### config.mk
export PLATFORM = sky130hd
export DESIGN_NAME = spmb_regs
export DESIGN_NICKNAME = d
export VERILOG_FILES = /design/src/sv/spmb_pkg.sv /design/src/sv/spmb_regs.sv
export SDC_FILE = /design/constraint.sdc
export NUM_CORES = 1
export LEC_CHECK = 0
export BUFFER_PORTS_ARGS = -buffer_cell sky130_fd_sc_hd__buf_2
export CORE_UTILIZATION = 35
export CTS_CLUSTER_SIZE = 24
export DETAILED_ROUTE_END_ITERATION = 7
export HOLD_SLACK_MARGIN = 0.02
export PLACE_DENSITY_LB_ADDON = 0.2
export SLEW_MARGIN = 25
export SYNTH_ARGS = -nofsm -noshare
export SYNTH_HDL_FRONTEND = slang
export SYNTH_SLANG_ARGS = --single-unit
export TNS_END_PERCENT = 30
### constraint.sdc
create_clock -name clk -period 2.8 [get_ports clk]
set_clock_uncertainty 0.15 [all_clocks]
set_input_delay 0.14 -clock clk [delete_from_list [all_inputs] [get_ports clk]]
set_output_delay 0.14 -clock clk [all_outputs]
set_load 0.05 [all_outputs]
### src/sv/spmb_pkg.sv
// Shared types, constants and helpers of the spectrum peak marker ballistics unit.
package spmb_pkg;

  localparam int BAR_COUNT = 64;
  localparam int IDX_W     = 6;
  localparam int Q_W       = 24;

  localparam logic [IDX_W-1:0] LAST_BAR = IDX_W'(BAR_COUNT - 1);

  localparam logic signed [Q_W-1:0] LEVEL_RESET  = 24'sd4096;
  localparam logic signed [Q_W-1:0] HEIGHT_RESET = 24'sd8192;

  localparam logic [15:0] TIME_STEP_RESET = 16'd68;
  localparam logic [22:0] LAUNCH_RESET    = 23'd40960;
  localparam logic [22:0] GRAVITY_RESET   = 23'd40182;

  localparam logic [1:0] REG_TIME_STEP = 2'd0;
  localparam logic [1:0] REG_LAUNCH    = 2'd1;
  localparam logic [1:0] REG_GRAVITY   = 2'd2;

  typedef struct packed {
    logic [15:0] time_step;
    logic [22:0] launch_speed;
    logic [22:0] gravity;
  } cfg_t;

  typedef struct packed {
    logic             set_we;
    logic             prep;
    logic             round;
    logic             rd_en;
    logic [IDX_W-1:0] rd_addr;
    logic             vel;
    logic             mul;
    logic             upd;
    logic [IDX_W-1:0] addr;
    logic             last;
  } cmd_t;

  function automatic logic signed [Q_W-1:0] sat24(input logic signed [29:0] x);
    logic signed [Q_W-1:0] r;
    if (x > 30'sd8388607) begin
      r = 24'sd8388607;
    end else if (x < -30'sd8388608) begin
      r = -24'sd8388608;
    end else begin
      r = x[Q_W-1:0];
    end
    return r;
  endfunction

endpackage

### src/sv/spmb_regs.sv
// APB configuration registers: time step, launch speed and gravity.
module spmb_regs (
  input  logic                clk,
  input  logic                rst,
  input  logic                psel,
  input  logic                penable,
  input  logic                pwrite,
  input  logic [3:0]          paddr,
  input  logic [31:0]         pwdata,
  output logic [31:0]         prdata,
  output logic                pready,
  output spmb_pkg::cfg_t      cfg
);
  import spmb_pkg::*;

  logic wr;

  assign pready = 1'b1;
  assign wr     = psel & penable & pwrite & pready;

  always_ff @(posedge clk) begin
    if (rst) begin
      cfg.time_step    <= TIME_STEP_RESET;
      cfg.launch_speed <= LAUNCH_RESET;
      cfg.gravity      <= GRAVITY_RESET;
    end else if (wr) begin
      case (paddr[3:2])
        REG_TIME_STEP: cfg.time_step    <= pwdata[15:0];
        REG_LAUNCH:    cfg.launch_speed <= pwdata[22:0];
        REG_GRAVITY:   cfg.gravity      <= pwdata[22:0];
        default: ;
      endcase
    end
  end

  always_comb begin
    case (paddr[3:2])
      REG_TIME_STEP: prdata = {16'd0, cfg.time_step};
      REG_LAUNCH:    prdata = {9'd0, cfg.launch_speed};
      REG_GRAVITY:   prdata = {9'd0, cfg.gravity};
      default:       prdata = 32'd0;
    endcase
  end

endmodule

==> results of run 1 <==
-- kinds of logic after synthesis --
logic type,after synthesis,synth area share
AND/OR/NAND/NOR,121,0.223
multiplexers,78,0.257
other,2,0.00247
buffers and inverters,33,0.0638
flip-flops,62,0.408
AO/OA/AOI/OAI,23,0.0465
-- layout make-up --
type / count / area share
clock buffers: 10 / 0.0335
clock inverters: 6 / 0.0207
multi-input cells: 232 / 0.402
flip-flops and latches: 62 / 0.302
well taps: 105 / 0.0320
repair buffers: 145 / 0.210
-- repair_timing --
action | in CTS | in global routing
endpoints found under the setup margin | 0 | 0
hold buffers | 23 | 0
gates resized for setup | 0 | 0
endpoints found under the hold margin | 62 | 0
-- per-stage QoR --
step                      cells  hold WS (ns)
after floorplan             327         0.145
after global placement      521         0.264
after detailed placement    521         0.273
after CTS                   560         0.131
after global routing        560         0.150
final                       560         0.147
-- layer usage --
metal  track usage  wire length (um)  up-vias
li1              -                 -     1311
met1         0.222              3550     1223
met2         0.303              3820       70
met3        0.0415               343        8
met4        0.0758                82        0
met5             0                 0        -
-- placed cells by master, fill, tap and decap left out, types with 2 or more instances in the layout --
cell type / instances
buf_2: 114
mux2i_1: 78
nand2b_1: 71
dfxtp_1: 62
nor2_1: 25
dlygate4sd3_1: 23
nand2_1: 16
o21ai_0: 16
conb_1: 10
clkbuf_8: 10
buf_4: 8
a22o_1: 7
nor3b_2: 2
clkinvlp_4: 2
bufinv_16: 2
clkinv_2: 2
-- worst max-delay path, cell delays in order --
cell     delay (ns)
buf_2          0.41
nor2b_2        0.49
buf_4          0.33
nand2_1        0.08
o21ai_0        0.07
buf_2          0.30
-- power by group --
| group | total [mW] | switching (mW) | internal, mW | leakage, nW |
|---|---|---|---|---|
| combinational | 0.307 | 0.205 | 0.101 | 1.37 |
| clock | 0.873 | 0.351 | 0.522 | 0.108 |
| sequential | 0.902 | 0.00905 | 0.893 | 0.501 |
-- worst paths after layout --
| check | endpoint | slack (ns) | from | cells past startpoint |
|---|---|---|---|---|
| hold / removal | cfg[21] | 0.15 | penable | 3 |
| setup reg to reg | cfg[6] | 1.98 | cfg[6] | 2 |
| setup / recovery | prdata[13] | 0.68 | paddr[3] | 6 |
| hold reg to reg | cfg[41] | 0.34 | cfg[41] | 2 |
==> metrics.md, run 1 <==
| Metric | Value |
|---|---|
| Count of final setup violators | `0` |
| Final #Nets | `491` |
| Reg area | `1240 um2` |
| Routability cong. | `0.716` |
| Crit path launch type | `input pin` |
| Ranking of synthesized cells by area | `dfxtp_1, mux2i_1, nand2b_1` |
| Worst-Skew Late Latency | `0.33 ns` |
| Setup TNS | `0 ns` |
| H-Tree Depth | `3` |
| WL final | `7800 um` |
| Leakage | `1.98 nW` |
| Tmin final | `2.12 ns` |
| Post-synth EDFFs | `0` |
| CP Class | `input pin to output pin` |
| Via count | `2,612` |
| Final ANT Viol Nets | `0` |
| CP endpoint kind | `output pin` |
| First-pass detailed-route iteration total | `4` |
| First-pass GRT wire length | `12,300 um` |
| Placed wire-length estimate | `5220 um` |
| Largest net degree at the start of global routing | `97` |
| Layout area overhead | `35.0%` |
| Initial antenna violation count | `0` |
| Ys Warns | `0` |
| HP Class | `input pin to flop` |
| PwrDens | `507 nW/um2` |
| Highest clock rate | `472 MHz` |
| CTS buffer count | `9` |
| Fin. max-slew vios | `0` |
| Ant diodes | `0` |
| TritonCTS Sinks | `62` |
| Final core occ | `0.495` |
| Worst-margin pin slew | `0.710 ns` |
| CP required | `2.51 ns` |
| Synth Flop Type | `dfxtp_1` |
| CTS max path bufs | `2` |
| Vias in the first global route | `2,444` |
| Via-to-Cell Ratio | `4.66` |
| Count leader, synth | `mux2i_1` |
| Initial drt markers | `73` |
| Die width | `95.2 um` |
| Max reg flops | `62` |
| Pre-CTS setup slack | `0.657 ns` |
| Area leader, netlist | `dfxtp_1` |
| Largest Register | `cfg` |
| Postcts setup bufs | `0` |
| Grt total ovfl | `0` |
| Multi-input logic area | `1650 um2` |
| Registers with the most flip-flops | `cfg (62)` |
| RSZ-0062 raised after global routing | `false` |
| GRT Total Usage | `0.181` |
| Synthesized area | `3040 um2` |
| CTS clk-pin slew, worst paths | `0.07 ns` |
| Fin crit share | `0.757` |
| CTS root buffer | `clkbuf_8` |
| Critical path fanouts, max | `22` |
| Fillers | `818` |
| Max Cap Violations | `0` |
| Mean Syn Cell Area | `9.54 um2` |
| VDD IR max | `0.247 mV` |
| WL per Instance | `13.9 um` |
| Register area share after synthesis | `0.408` |
| Synth Register Bits | `62` |
| CP arrival | `1.83 ns` |
| IO Count | `136` |
| Cell row count | `33` |
| CTS tree | `yes` |
| Core area | `8300 um2` |
| Yosys cell types | `19` |
| Slew margin rel. | `0.527` |
| Initial Util | `0.367` |
| Ys async rst share | `0` |
| Share of cells above drive strength 1 | `0.316` |
| Die area | `9070 um2` |
| Final hold vios | `0` |
| Most frequent cells after synthesis | `mux2i_1, nand2b_1, dfxtp_1` |
| Residual DRC | `0` |
| Status | `completed` |
| Total power | `2.08 mW` |
| Port Buf Inserts | `114` |
| Die H | `95.2 um` |
| Top-area cell type share of the netlist area | `0.408` |
| Post-Synthesis Cells | `319` |
| Finished Cell Area | `4110 um2` |
| Cell Area, Placed | `3650 um2` |
| Final worst slack | `0.681 ns` |
Power figures use the tool's default switching activity.
==> run 2: changes to the inputs <==
==> constraint.sdc (replaced) <==
create_clock -name clk -period 2.22 [get_ports clk]
set_clock_uncertainty 0.15 [all_clocks]
set_input_delay 0.111 -clock clk [delete_from_list [all_inputs] [get_ports clk]]
set_output_delay 0.111 -clock clk [all_outputs]
set_load 0.05 [all_outputs]
==> metrics.md, run 2 (synthesis results as in run 1) <==
| Metric | Value |
|---|---|
| Finished Cell Area | `4170 um2 (+1.7%)` |
| First-pass detailed-route iteration total | `4 (unchanged)` |
| Highest clock rate | `583 MHz` |
| Placed wire-length estimate | `5330 um (+2.2%)` |
| H-Tree Depth | `3 (unchanged)` |
| Pre-CTS setup slack | `0.452 ns (-0.205 ns)` |
| VDD IR max | `0.296 mV (+20%)` |
| CTS buffer count | `9 (unchanged)` |
| CP required | `1.96 ns (-0.55 ns)` |
| Ant diodes | `0 (unchanged)` |
| Worst-margin pin slew | `0.557 ns (-0.153 ns)` |
| Via-to-Cell Ratio | `4.59 (-1.6%)` |
| Port Buf Inserts | `114 (unchanged)` |
| Core area | `8300 um2 (unchanged)` |
| Tmin final | `1.71 ns` |
| First-pass GRT wire length | `12,100 um (-1.5%)` |
| WL per Instance | `13.5 um (-2.8%)` |
| Initial Util | `0.367 (unchanged)` |
| Worst-Skew Late Latency | `0.32 ns (about the same)` |
| Cell row count | `33 (unchanged)` |
| CP Class | `input pin to output pin` |
| Vias in the first global route | `2,363 (-3.3%)` |
| HP Class | `input pin to flop` |
| Final core occ | `0.503 (+0.00829)` |
| WL final | `7630 um (-2.1%)` |
| Max Cap Violations | `0 (unchanged)` |
| Status | `completed` |
| Crit path launch type | `input pin` |
| Cell Area, Placed | `3690 um2 (+1.2%)` |
| Slew margin rel. | `0.629 (+0.102)` |
| Layout area overhead | `37.2%` |
| DR WL met3 | `395 um (+15%)` |
| Final hold vios | `0 (unchanged)` |
| Fin crit share | `0.772` |
| Fillers | `808 (-1.2%)` |
| Via count | `2,588 (-0.92%)` |
| Met1 WL | `3480 um (-2.1%)` |
| Largest net degree at the start of global routing | `97 (unchanged)` |
| Die width | `95.2 um (unchanged)` |
| IO Count | `136 (unchanged)` |
| Registers with the most flip-flops | `cfg (62)` |
| CTS max path bufs | `2 (unchanged)` |
| Max layer used | `met4` |
| TritonCTS Sinks | `62 (unchanged)` |
| Leakage | `2.02 nW (+2.0%)` |
| Hold Buf Count CTS | `23 (unchanged)` |
| Post_cts resized | `0 (unchanged)` |
| Final worst slack | `0.505 ns (-0.176 ns)` |
| Count of final setup violators | `0 (unchanged)` |
| Die H | `95.2 um (unchanged)` |
| CP arrival | `1.45 ns (-0.38 ns)` |
| Final ANT Viol Nets | `0 (unchanged)` |
| Initial antenna violation count | `0 (unchanged)` |
| Share of cells above drive strength 1 | `0.318 (+0.00160)` |
| PwrDens | `660 nW/um2 (+30%)` |
| Die area | `9070 um2 (unchanged)` |
| Met2 wire length | `3660 um (-4.2%)` |
| Postcts setup bufs | `0 (unchanged)` |
| Final #Nets | `495 (+0.81%)` |
| Largest Register | `cfg` |
| CP endpoint kind | `output pin` |
| Setup TNS | `0 ns (unchanged)` |
| CTS clk-pin slew, worst paths | `0.06 ns (about the same)` |
| Critical path fanouts, max | `12 (-45%)` |
| Residual DRC | `0 (unchanged)` |
| Fin. max-slew vios | `0 (unchanged)` |
| GRT Total Usage | `0.177 (-0.00393)` |
| Most common cell after layout, fill and taps aside | `buf_2` |
| Initial drt markers | `69 (-5.5%)` |
| CTS tree | `yes` |
| Max reg flops | `62 (unchanged)` |
| RSZ-0062 raised after global routing | `false` |
| Grt total ovfl | `0 (unchanged)` |
| Most frequent cells in the layout | `buf_2, mux2i_1, nand2b_1, dfxtp_1, nor2_1` |
| Routability cong. | `0.706 (-1.4%)` |
| CTS root buffer | `clkbuf_8` |
run 2: critical path, stage by stage:
cell	delay [ns]
buf_2	0.23
nor2b_2	0.39
buf_4	0.28
nand2_1	0.06
o21ai_0	0.08
buf_2	0.29
run 2: final timing paths:
check	slack, ns	endpoint	cells after the start	from
min	0.06	cfg[2]	3	penable
max reg2reg	1.40	cfg[6]	2	cfg[6]
max	0.51	prdata[14]	6	paddr[2]
min reg2reg	0.34	cfg[50]	2	cfg[50]
run 2: metrics by stage:
| stage | cells | power [mW] | hold WS (ns) |
|---|---|---|---|
| after floorplan | 327 | 1.44 | 0.116 |
| after global placement | 525 | 1.52 | 0.234 |
| after detailed placement | 525 | 1.53 | 0.242 |
| after CTS | 564 | 2.80 | 0.0492 |
| after global routing | 564 | 2.88 | 0.0760 |
| final | 564 | 2.75 | 0.0605 |
run 2: report_power, final:
group	switching (mW)	total, mW	internal [mW]
clock	0.414	1.22	0.809
sequential	0.0115	1.14	1.13
combinational	0.259	0.392	0.133
run 2: layer usage:
metal / up-vias / track usage
met5: - / 0
met4: 0 / 0.0758
li1: 1316 / -
met3: 8 / 0.0391
met2: 72 / 0.284
met1: 1192 / 0.228
run 2: layout make-up:
class / count / area, um2 / share of cell area
Clock buffer: 13 / 159 / 0.0381
Clock inverter: 3 / 90.1 / 0.0216
Multi-Input combinational cell: 232 / 1650 / 0.395
Sequential cell: 62 / 1240 / 0.297
Tap cell: 105 / 131 / 0.0315
Timing Repair Buffer: 149 / 903 / 0.216
