==> config.mk <==
export PLATFORM = sky130hd
export DESIGN_NAME = spmb_ctrl
export DESIGN_NICKNAME = d
export VERILOG_FILES = /design/src/sv/spmb_pkg.sv /design/src/sv/spmb_ctrl.sv
export SDC_FILE = /design/constraint.sdc
export NUM_CORES = 1
export LEC_CHECK = 0
export BUFFER_PORTS_ARGS = -buffer_cell sky130_fd_sc_hd__buf_2
export CORE_AREA = 2 2 39 41
export CTS_CLUSTER_DIAMETER = 30
export CTS_CLUSTER_SIZE = 24
export DETAILED_ROUTE_END_ITERATION = 10
export DIE_AREA = 0 0 41 43
export GPL_ROUTABILITY_DRIVEN = 0
export PLACE_DENSITY_LB_ADDON = 0.3
export SLEW_MARGIN = 40
export SYNTH_ARGS = -nofsm -noshare
export SYNTH_HDL_FRONTEND = slang
export SYNTH_SLANG_ARGS = --single-unit
==> constraint.sdc <==
create_clock -name clk -period 2 [get_ports clk]
set_input_delay 0.3 -clock clk [delete_from_list [all_inputs] [get_ports clk]]
set_output_delay 0.3 -clock clk [all_outputs]
set_load 0.1 [all_outputs]
==> src/sv/spmb_pkg.sv <==
// Shared types, constants and helpers of the spectrum peak marker ballistics unit.
package spmb_pkg;

  localparam int BAR_COUNT = 64;
  localparam int IDX_W     = 6;
  localparam int Q_W       = 24;

  localparam logic [IDX_W-1:0] LAST_BAR = IDX_W'(BAR_COUNT - 1);

  localparam logic signed [Q_W-1:0] LEVEL_RESET  = 24'sd4096;
  localparam logic signed [Q_W-1:0] HEIGHT_RESET = 24'sd8192;

  localparam logic [15:0] TIME_STEP_RESET = 16'd68;
  localparam logic [22:0] LAUNCH_RESET    = 23'd40960;
  localparam logic [22:0] GRAVITY_RESET   = 23'd40182;

  localparam logic [1:0] REG_TIME_STEP = 2'd0;
  localparam logic [1:0] REG_LAUNCH    = 2'd1;
  localparam logic [1:0] REG_GRAVITY   = 2'd2;

  typedef struct packed {
    logic [15:0] time_step;
    logic [22:0] launch_speed;
    logic [22:0] gravity;
  } cfg_t;

  typedef struct packed {
    logic             set_we;
    logic             prep;
    logic             round;
    logic             rd_en;
    logic [IDX_W-1:0] rd_addr;
    logic             vel;
    logic             mul;
    logic             upd;
    logic [IDX_W-1:0] addr;
    logic             last;
  } cmd_t;

  function automatic logic signed [Q_W-1:0] sat24(input logic signed [29:0] x);
    logic signed [Q_W-1:0] r;
    if (x > 30'sd8388607) begin
      r = 24'sd8388607;
    end else if (x < -30'sd8388608) begin
      r = -24'sd8388608;
    end else begin
      r = x[Q_W-1:0];
    end
    return r;
  endfunction

endpackage

==> src/sv/spmb_ctrl.sv <==
// Sequencer: decodes words, walks the bars of a tick and issues datapath commands.
module spmb_ctrl (
  input  logic           clk,
  input  logic           rst,
  input  logic           start,
  input  logic           mode,
  output logic           busy,
  output spmb_pkg::cmd_t cmd
);
  import spmb_pkg::*;

  localparam logic [2:0] S_IDLE  = 3'd0;
  localparam logic [2:0] S_PREP  = 3'd1;
  localparam logic [2:0] S_ROUND = 3'd2;
  localparam logic [2:0] S_VEL   = 3'd3;
  localparam logic [2:0] S_MUL   = 3'd4;
  localparam logic [2:0] S_UPD   = 3'd5;

  logic [2:0]       state, state_next;
  logic [IDX_W-1:0] idx, idx_next;
  logic             is_last;

  assign is_last = (idx == LAST_BAR);
  assign busy    = (state != S_IDLE);

  always_comb begin
    state_next = state;
    idx_next   = idx;
    case (state)
      S_IDLE: begin
        if (start && mode) begin
          state_next = S_PREP;
          idx_next   = '0;
        end
      end
      S_PREP:  state_next = S_ROUND;
      S_ROUND: state_next = S_VEL;
      S_VEL:   state_next = S_MUL;
      S_MUL:   state_next = S_UPD;
      S_UPD: begin
        if (is_last) begin
          state_next = S_IDLE;
        end else begin
          state_next = S_VEL;
          idx_next   = IDX_W'(idx + 1'b1);
        end
      end
      default: state_next = S_IDLE;
    endcase
  end

  always_ff @(posedge clk) begin
    if (rst) begin
      state <= S_IDLE;
      idx   <= '0;
    end else begin
      state <= state_next;
      idx   <= idx_next;
    end
  end

  always_comb begin
    cmd.set_we  = (state == S_IDLE) & start & ~mode;
    cmd.prep    = (state == S_PREP);
    cmd.round   = (state == S_ROUND);
    cmd.rd_en   = (state == S_ROUND) | (state == S_MUL);
    cmd.rd_addr = (state == S_ROUND) ? '0 : IDX_W'(idx + 1'b1);
    cmd.vel     = (state == S_VEL);
    cmd.mul     = (state == S_MUL);
    cmd.upd     = (state == S_UPD);
    cmd.addr    = idx;
    cmd.last    = is_last;
  end

  assert property (@(posedge clk) disable iff (rst)
    (state == S_IDLE && start && mode) |=> (state == S_PREP && idx == '0))
    else $error("tick word did not start the walk at the first bar");

  assert property (@(posedge clk) disable iff (rst)
    (state == S_UPD && is_last) |=> (state == S_IDLE))
    else $error("walk did not end after the final bar");

  assert property (@(posedge clk) disable iff (rst)
    (state == S_UPD && !is_last) |=> (state == S_VEL && idx == $past(idx) + 1'b1))
    else $error("walk skipped or repeated a bar");

endmodule

==> results of run 1 <==
-- critical path, delay by kind of cell (launching register included) --
family                 cells  cell delay [ns]
buffers and inverters      2             0.52
flip-flops                 1             0.43
AND/OR/NAND/NOR            2             0.39
-- cell type report --
cell class	count	area, um^2
fillers	121	544
clock buffers	3	22.5
inverters	4	15.0
flip-flops and latches	9	198
well taps	16	20.0
clock inverters	1	5.00
repair buffers	25	183
multi-input cells	44	397
-- placed cells by master (no fill, tap or decap), drive strengths merged --
master,netlist,layout
buf,3,21
a22o,1,1
xnor2,1,1
clkinv,0,1
and3,1,1
xor2,3,3
nor3b,4,4
inv,4,4
o2bb2ai,4,4
nand3,4,4
nand3b,2,2
nor3,2,2
a211oi,1,1
dfxtp,9,9
clkbuf,0,7
nand2,1,1
or2,2,2
o21ai,1,1
a311oi,1,1
a2111oi,1,1
a31oi,2,2
a21boi,1,1
ha,1,1
nor2,9,9
nor2b,2,2
-- state kept, by name (all words and copies together), names as in the netlist --
register  cells
idx           6
state         3
-- Yosys cell counts, drive strengths merged (2+ instances only) --
cell and instances:
buf 3, xor2 3, inv 4, o2bb2ai 4, nor2 9, nor3b 4
nand3 4, nand3b 2, nor3 2, nor2b 2, or2 2, a31oi 2
dfxtp 9
-- report_power, final --
part / switching [mW] / internal, mW
clock: 0.0696 / 0.0740
sequential: 0.0244 / 0.185
combinational: 0.260 / 0.0900
total: 0.354 / 0.349
-- routing by layer --
layer | vias up | share of wire | GRT usage
met5 | - | 0 | 0
met4 | 0 | 0.037 | 0.160
met3 | 4 | 0.059 | 0.0314
met2 | 17 | 0.46 | 0.231
met1 | 237 | 0.44 | 0.244
li1 | 265 | - | -
-- path summary, 6_finish.rpt --
path / startpoint / endpoint
hold reg to reg: idx[4] / idx[4]
hold / removal: rst / state[2]
setup / recovery: state[0] / cmd[12]
setup reg to reg: state[0] / idx[0]
-- through the flow --
| stage | setup slack [ns] | setup TNS (ns) | total power, mW |
|---|---|---|---|
| floorplan | -0.643 | -3.16 | 0.493 |
| global placement | 0.339 | 0 | 0.563 |
| detailed placement | 0.303 | 0 | 0.565 |
| CTS | 0.00194 | 0 | 0.712 |
| global route | 0.0101 | 0 | 0.730 |
| finish | 0.0958 | 0 | 0.703 |
-- cell families after synthesis --
group	count (synthesis)	share of synthesized area
xor gates and xnor gates	4	0.0622
AOI/OAI and AO/OA	12	0.193
buffers and inverters	7	0.0733
DFF	9	0.320
and+or+nand+nor	27	0.329
adders and majority gates	1	0.0222
==> impl_results.md, run 1 <==
* ANT nets after route at 0
* Power density cells at about 840 nW/um^2
* Finished Layout Cells at 102
* VDD IR max at roughly 0.63 mV
* Reg clk slew, reported paths at approximately 0.070 ns
* DR iter-0 viols at 4
* Drt drc at 0
* Worst endpoint required time at 1.70 ns
* Setup bufs post-CTS at 0
* Critical-path cell with the highest stage delay: dfxtp_1
* Std-Cell Rows at 14
* Nets at 92
* Cts hold-fix bufs at 0
* R2R depth at 4
* Placed Area at 801 um^2
* Cell taking the most area after synthesis: dfxtp_1
* RSZ-0062 raised after global routing: false
* Root buffer cell: clkbuf_4
* CTS tree: built
* Avg Vias per Cell at 5.13
* Die area at 1760 um^2
* Leak Pwr at 0.398 nW
* Fraction of layout cells with a size suffix above 1 at 0.616
* Maximum clock rate at approximately 0.53 GHz
* Final Hold Vio Count at 0
* Overall Global Routing Usage at 0.180
* Port Buf Inserts at 24
* Remaining global-route overflow at 0
* Status: finished clean
* Yosys warnings at 0
* Area contributors post-synth: dfxtp_1, o2bb2ai_1, nor2_1
* Main synth FF type: dfxtp_1
* Final wirelength at ~1300 um
* CP Capture Type: output pin
* Wire per inst at about 12 um
* Antenna violations before repair at 0
* Die X at 41 um
* Slowest stage delay, CP at 0.43 ns
* Slew margin rel. at 0.676
* Die Ht at ~43 um
* Synth cell types at 28
* Via count at ~520
* Period utilization at 0.952
* Mapped Nets at 65
* Clk_skew at ~0.0038 ns
* Starting Density at 0.407
* Placed Cells at 98
* Max Fanout on Critical Path at 8
* Largest net degree at the start of global routing at 10
* CTS Sinks at 9
* Post-synth top area share at 0.320
* EDFF count, synth at 0
* CTS Buf Count at 3
* Post-synth ARST share at 0
* First-pass GRT wire length at ~2100 um
* Syn Area/Cell at approximately 9.4 um^2
* Layout area overhead at 49.1%
* Max-cap violations at 0
* Vias in the first global route at between 400 and 500
* Flop2flop setup slack at ~0.63 ns
* Mapped cell area at approximately 560 um^2
* Post-layout util at 0.607
* Hold WS at between 0.2 and 0.3 ns
* Crit-path cells: nor3_4, buf_4, nor2_4, clkbuf_4
* Final Instance Area at 840 um^2
* Seq/Total Area, Yosys at 0.320
* Cell count after synthesis at 60
* #FFs+latches synth at 9
* Max Buffers Root-to-Sink at 2
* Max-slew violation count at 0
* Crit path kind: reg -> out
* Htree depth at 1
* Final Setup Violations at 0
* Hold WC Path Type: in -> reg
* Worst Setup Start Kind: flop
* Placed wire-length estimate at between 900 and 1000 um
* Min Tclk post-route at 1.90 ns
* Antenna diodes at 0
* PostCTS Resize Cnt at 0
* WP data arrival at 1.60 ns
* Clk_lat worst skew at 0.27 ns
* Drt first pass iters at 4
* WHS Path Cells at 2
* Top Ports at 25
* Worst-Margin Slew at 0.489 ns
* Total core area at ~1400 um^2
(Power assumes the default switching activity.)
==> run 2: changes to the inputs <==
--- a/config.mk
+++ b/config.mk
@@ -6,11 +6,11 @@
 export NUM_CORES = 1
 export LEC_CHECK = 0
 export BUFFER_PORTS_ARGS = -buffer_cell sky130_fd_sc_hd__buf_2
-export CORE_AREA = 2 2 39 41
+export CORE_MARGIN = 2
+export CORE_UTILIZATION = 26
 export CTS_CLUSTER_DIAMETER = 30
 export CTS_CLUSTER_SIZE = 24
 export DETAILED_ROUTE_END_ITERATION = 10
-export DIE_AREA = 0 0 41 43
 export GPL_ROUTABILITY_DRIVEN = 0
 export PLACE_DENSITY_LB_ADDON = 0.3
 export SLEW_MARGIN = 40
==> run 2 against run 1 <==
Effect of this change:
- worst hold slack lost 0.0071 ns
- count of clock-buffer cells in the layout is the same
- fmax shrank 0.69%
- sequential cell count is the same
- first-iteration DRC count is the same
- total power grew 0.54%
- largest power group unchanged
- sequential share of layout area shrank 1.2 points
- combinational power grew 1%
==> impl_results.md, run 2 (synthesis gave the netlist of run 1 again) <==
* Fillcell total at 208 (+72%)
* Die X at 50.5 um (+23%)
* Overall Power at 707 uW (+0.54%)
* Register area at 198 um^2 (unchanged)
* Fraction of layout cells with a size suffix above 1 at 0.640 (+0.0233)
* Total core area at 2000 um^2 (+45%)
* Layout area overhead at 56.9%
* Worst Setup Start Kind: flop
* Reg clk slew, reported paths at 0.07 ns (about the same)
* Overall Global Routing Usage at 0.126 (-0.0543)
* Critical-path cell with the highest stage delay: dfxtp_1
* CTS Buf Count at 3 (unchanged)
* Antenna diodes at 0 (unchanged)
* Max-slew violation count at 0 (unchanged)
* Status: finished clean
* Vias in the first global route at 551 (+15%)
* Commonest cells after routing, fill and taps aside: buf_2, clkbuf_4, nor2_1, dfxtp_2
* Remaining global-route overflow at 0 (unchanged)
* DR iter-0 viols at 4 (unchanged)
* Antenna violations before repair at 0 (unchanged)
* Largest regs: idx x6, state x3
* Max Fanout on Critical Path at 9 (+1)
* Power density cells at 800 nW/um^2 (-4.4%)
* Setup bufs post-CTS at 0 (unchanged)
* Placed Cells at 109 (+11%)
* Worst path top cell family by delay: flip-flops
* Placed wire-length estimate at 1080 um (+9.3%)
* Nets at 92 (unchanged)
* Total negative setup slack at 0 ns (unchanged)
* Drt drc at 0 (unchanged)
* Finished Layout Cells at 113 (+11%)
* Most common cell after layout, fill and taps aside: buf_2
* Worst-Margin Slew at 0.488 ns (-0.000861 ns)
* Max reg flops at 6 (unchanged)
* Leak Pwr at 0.400 nW (+0.51%)
* VDD IR max at 0.343 mV (-45%)
* Root buffer cell: clkbuf_4
* Worst endpoint required time at 1.70 ns (about the same)
* CP Capture Type: output pin
* Final Hold Vio Count at 0 (unchanged)
* M1 WL at 616 um (+11%)
* Max Buffers Root-to-Sink at 2 (unchanged)
* Die area at 2550 um^2 (+45%)
* Die Ht at 50.5 um (+18%)
* CTS Sinks at 9 (unchanged)
* Port Buf Inserts at 24 (unchanged)
* Starting Density at 0.281 (-0.126)
* Crit-path cells: nor3_4, buf_4, or2_2, buf_12
* Clk_skew at 0.00600 ns (+0.00220 ns)
* WP data arrival at 1.62 ns (+0.02 ns)
* Post-layout util at 0.441 (-0.165)
* Period utilization at 0.959 (+0.00664)
* Hold WC Path Type: in -> reg
* Hold WS at 0.280 ns (-0.00713 ns)
* First-pass GRT wire length at 2470 um (+19%)
* Area of the multi-input gates at 407 um^2 (+2.5%)
* WL met3 at 88 um (+19%)
* Maximum clock rate at 0.522 GHz (-0.69%)
* CTS tree: built
* Max-cap violations at 0 (unchanged)
* Top Layer Used: met4
* Final Setup Violations at 0 (unchanged)
* Final wirelength at 1350 um (+8.0%)
* ANT nets after route at 0 (unchanged)
* RSZ-0062 raised after global routing: false
* Top Ports at 25 (unchanged)
* Drt first pass iters at 4 (unchanged)
* Crit path kind: reg -> out
* Clk_lat worst skew at 0.27 ns (about the same)
* Min Tclk post-route at 1.92 ns (+0.0133 ns)
* Crit path buffers/inverters at 2 (unchanged)
* Slew margin rel. at 0.677 (about the same)
* Top reg by flops: idx
* Via count at 538 (+2.9%)
* Htree depth at 1 (unchanged)
* Std-Cell Rows at 16 (+2)
* Slowest stage delay, CP at 0.60 ns (+0.17 ns)
* Avg Vias per Cell at 4.76 (-7.1%)
* Largest net degree at the start of global routing at 10 (unchanged)
* WL met2 at 620 um (+8.0%)
* Wire per inst at 12.0 um (-2.5%)
-- run 2: cell types whose count changed in the layout (fill, tap and decap cells not counted), sizes merged --
cell	change
buf	-2
clkbuf	+2
-- run 2: final cells by class --
type | count | area share
clock inverters | 1 | 0.00567
clock buffers | 3 | 0.0255
flip-flops and latches | 9 | 0.224
repair buffers | 25 | 0.229
multi-input cells | 44 | 0.460
well taps | 27 | 0.0382
inverters | 4 | 0.0170
-- run 2: repair_timing --
item / 4_1_cts / 5_1_grt
gates resized for setup: 0 / 9
hold buffers: 0 / 0
setup endpoints to repair: 0 / 8
-- run 2: final timing paths --
check,start,end,slack [ns],cells past startpoint
worst max-delay path,state[2],cmd[16],0.08,4
worst max register to register,state[2],idx[0],0.60,4
worst min register to register,idx[3],idx[3],0.51,1
worst min-delay path,rst,state[1],0.28,2
-- run 2: stage by stage --
step | worst slack [ns] | instance area, um^2
after CTS | 0.0129 | 857
after global placement | 0.326 | 830
final | 0.0825 | 883
after floorplan | -0.643 | 634
after global routing | 0.0118 | 883
after detailed placement | 0.302 | 830
-- run 2: per-layer routing --
| metal | vias to the layer above | track usage |
|---|---|---|
| met1 | 252 | 0.161 |
| li1 | 264 | - |
| met3 | 4 | 0.0387 |
| met4 | 0 | 0.0405 |
| met5 | - | 0 |
| met2 | 18 | 0.202 |
-- run 2: report_power, final --
group          internal, mW  switching [mW]
Combinational        0.0931           0.261
Clock                0.0740          0.0690
Sequential            0.185          0.0244
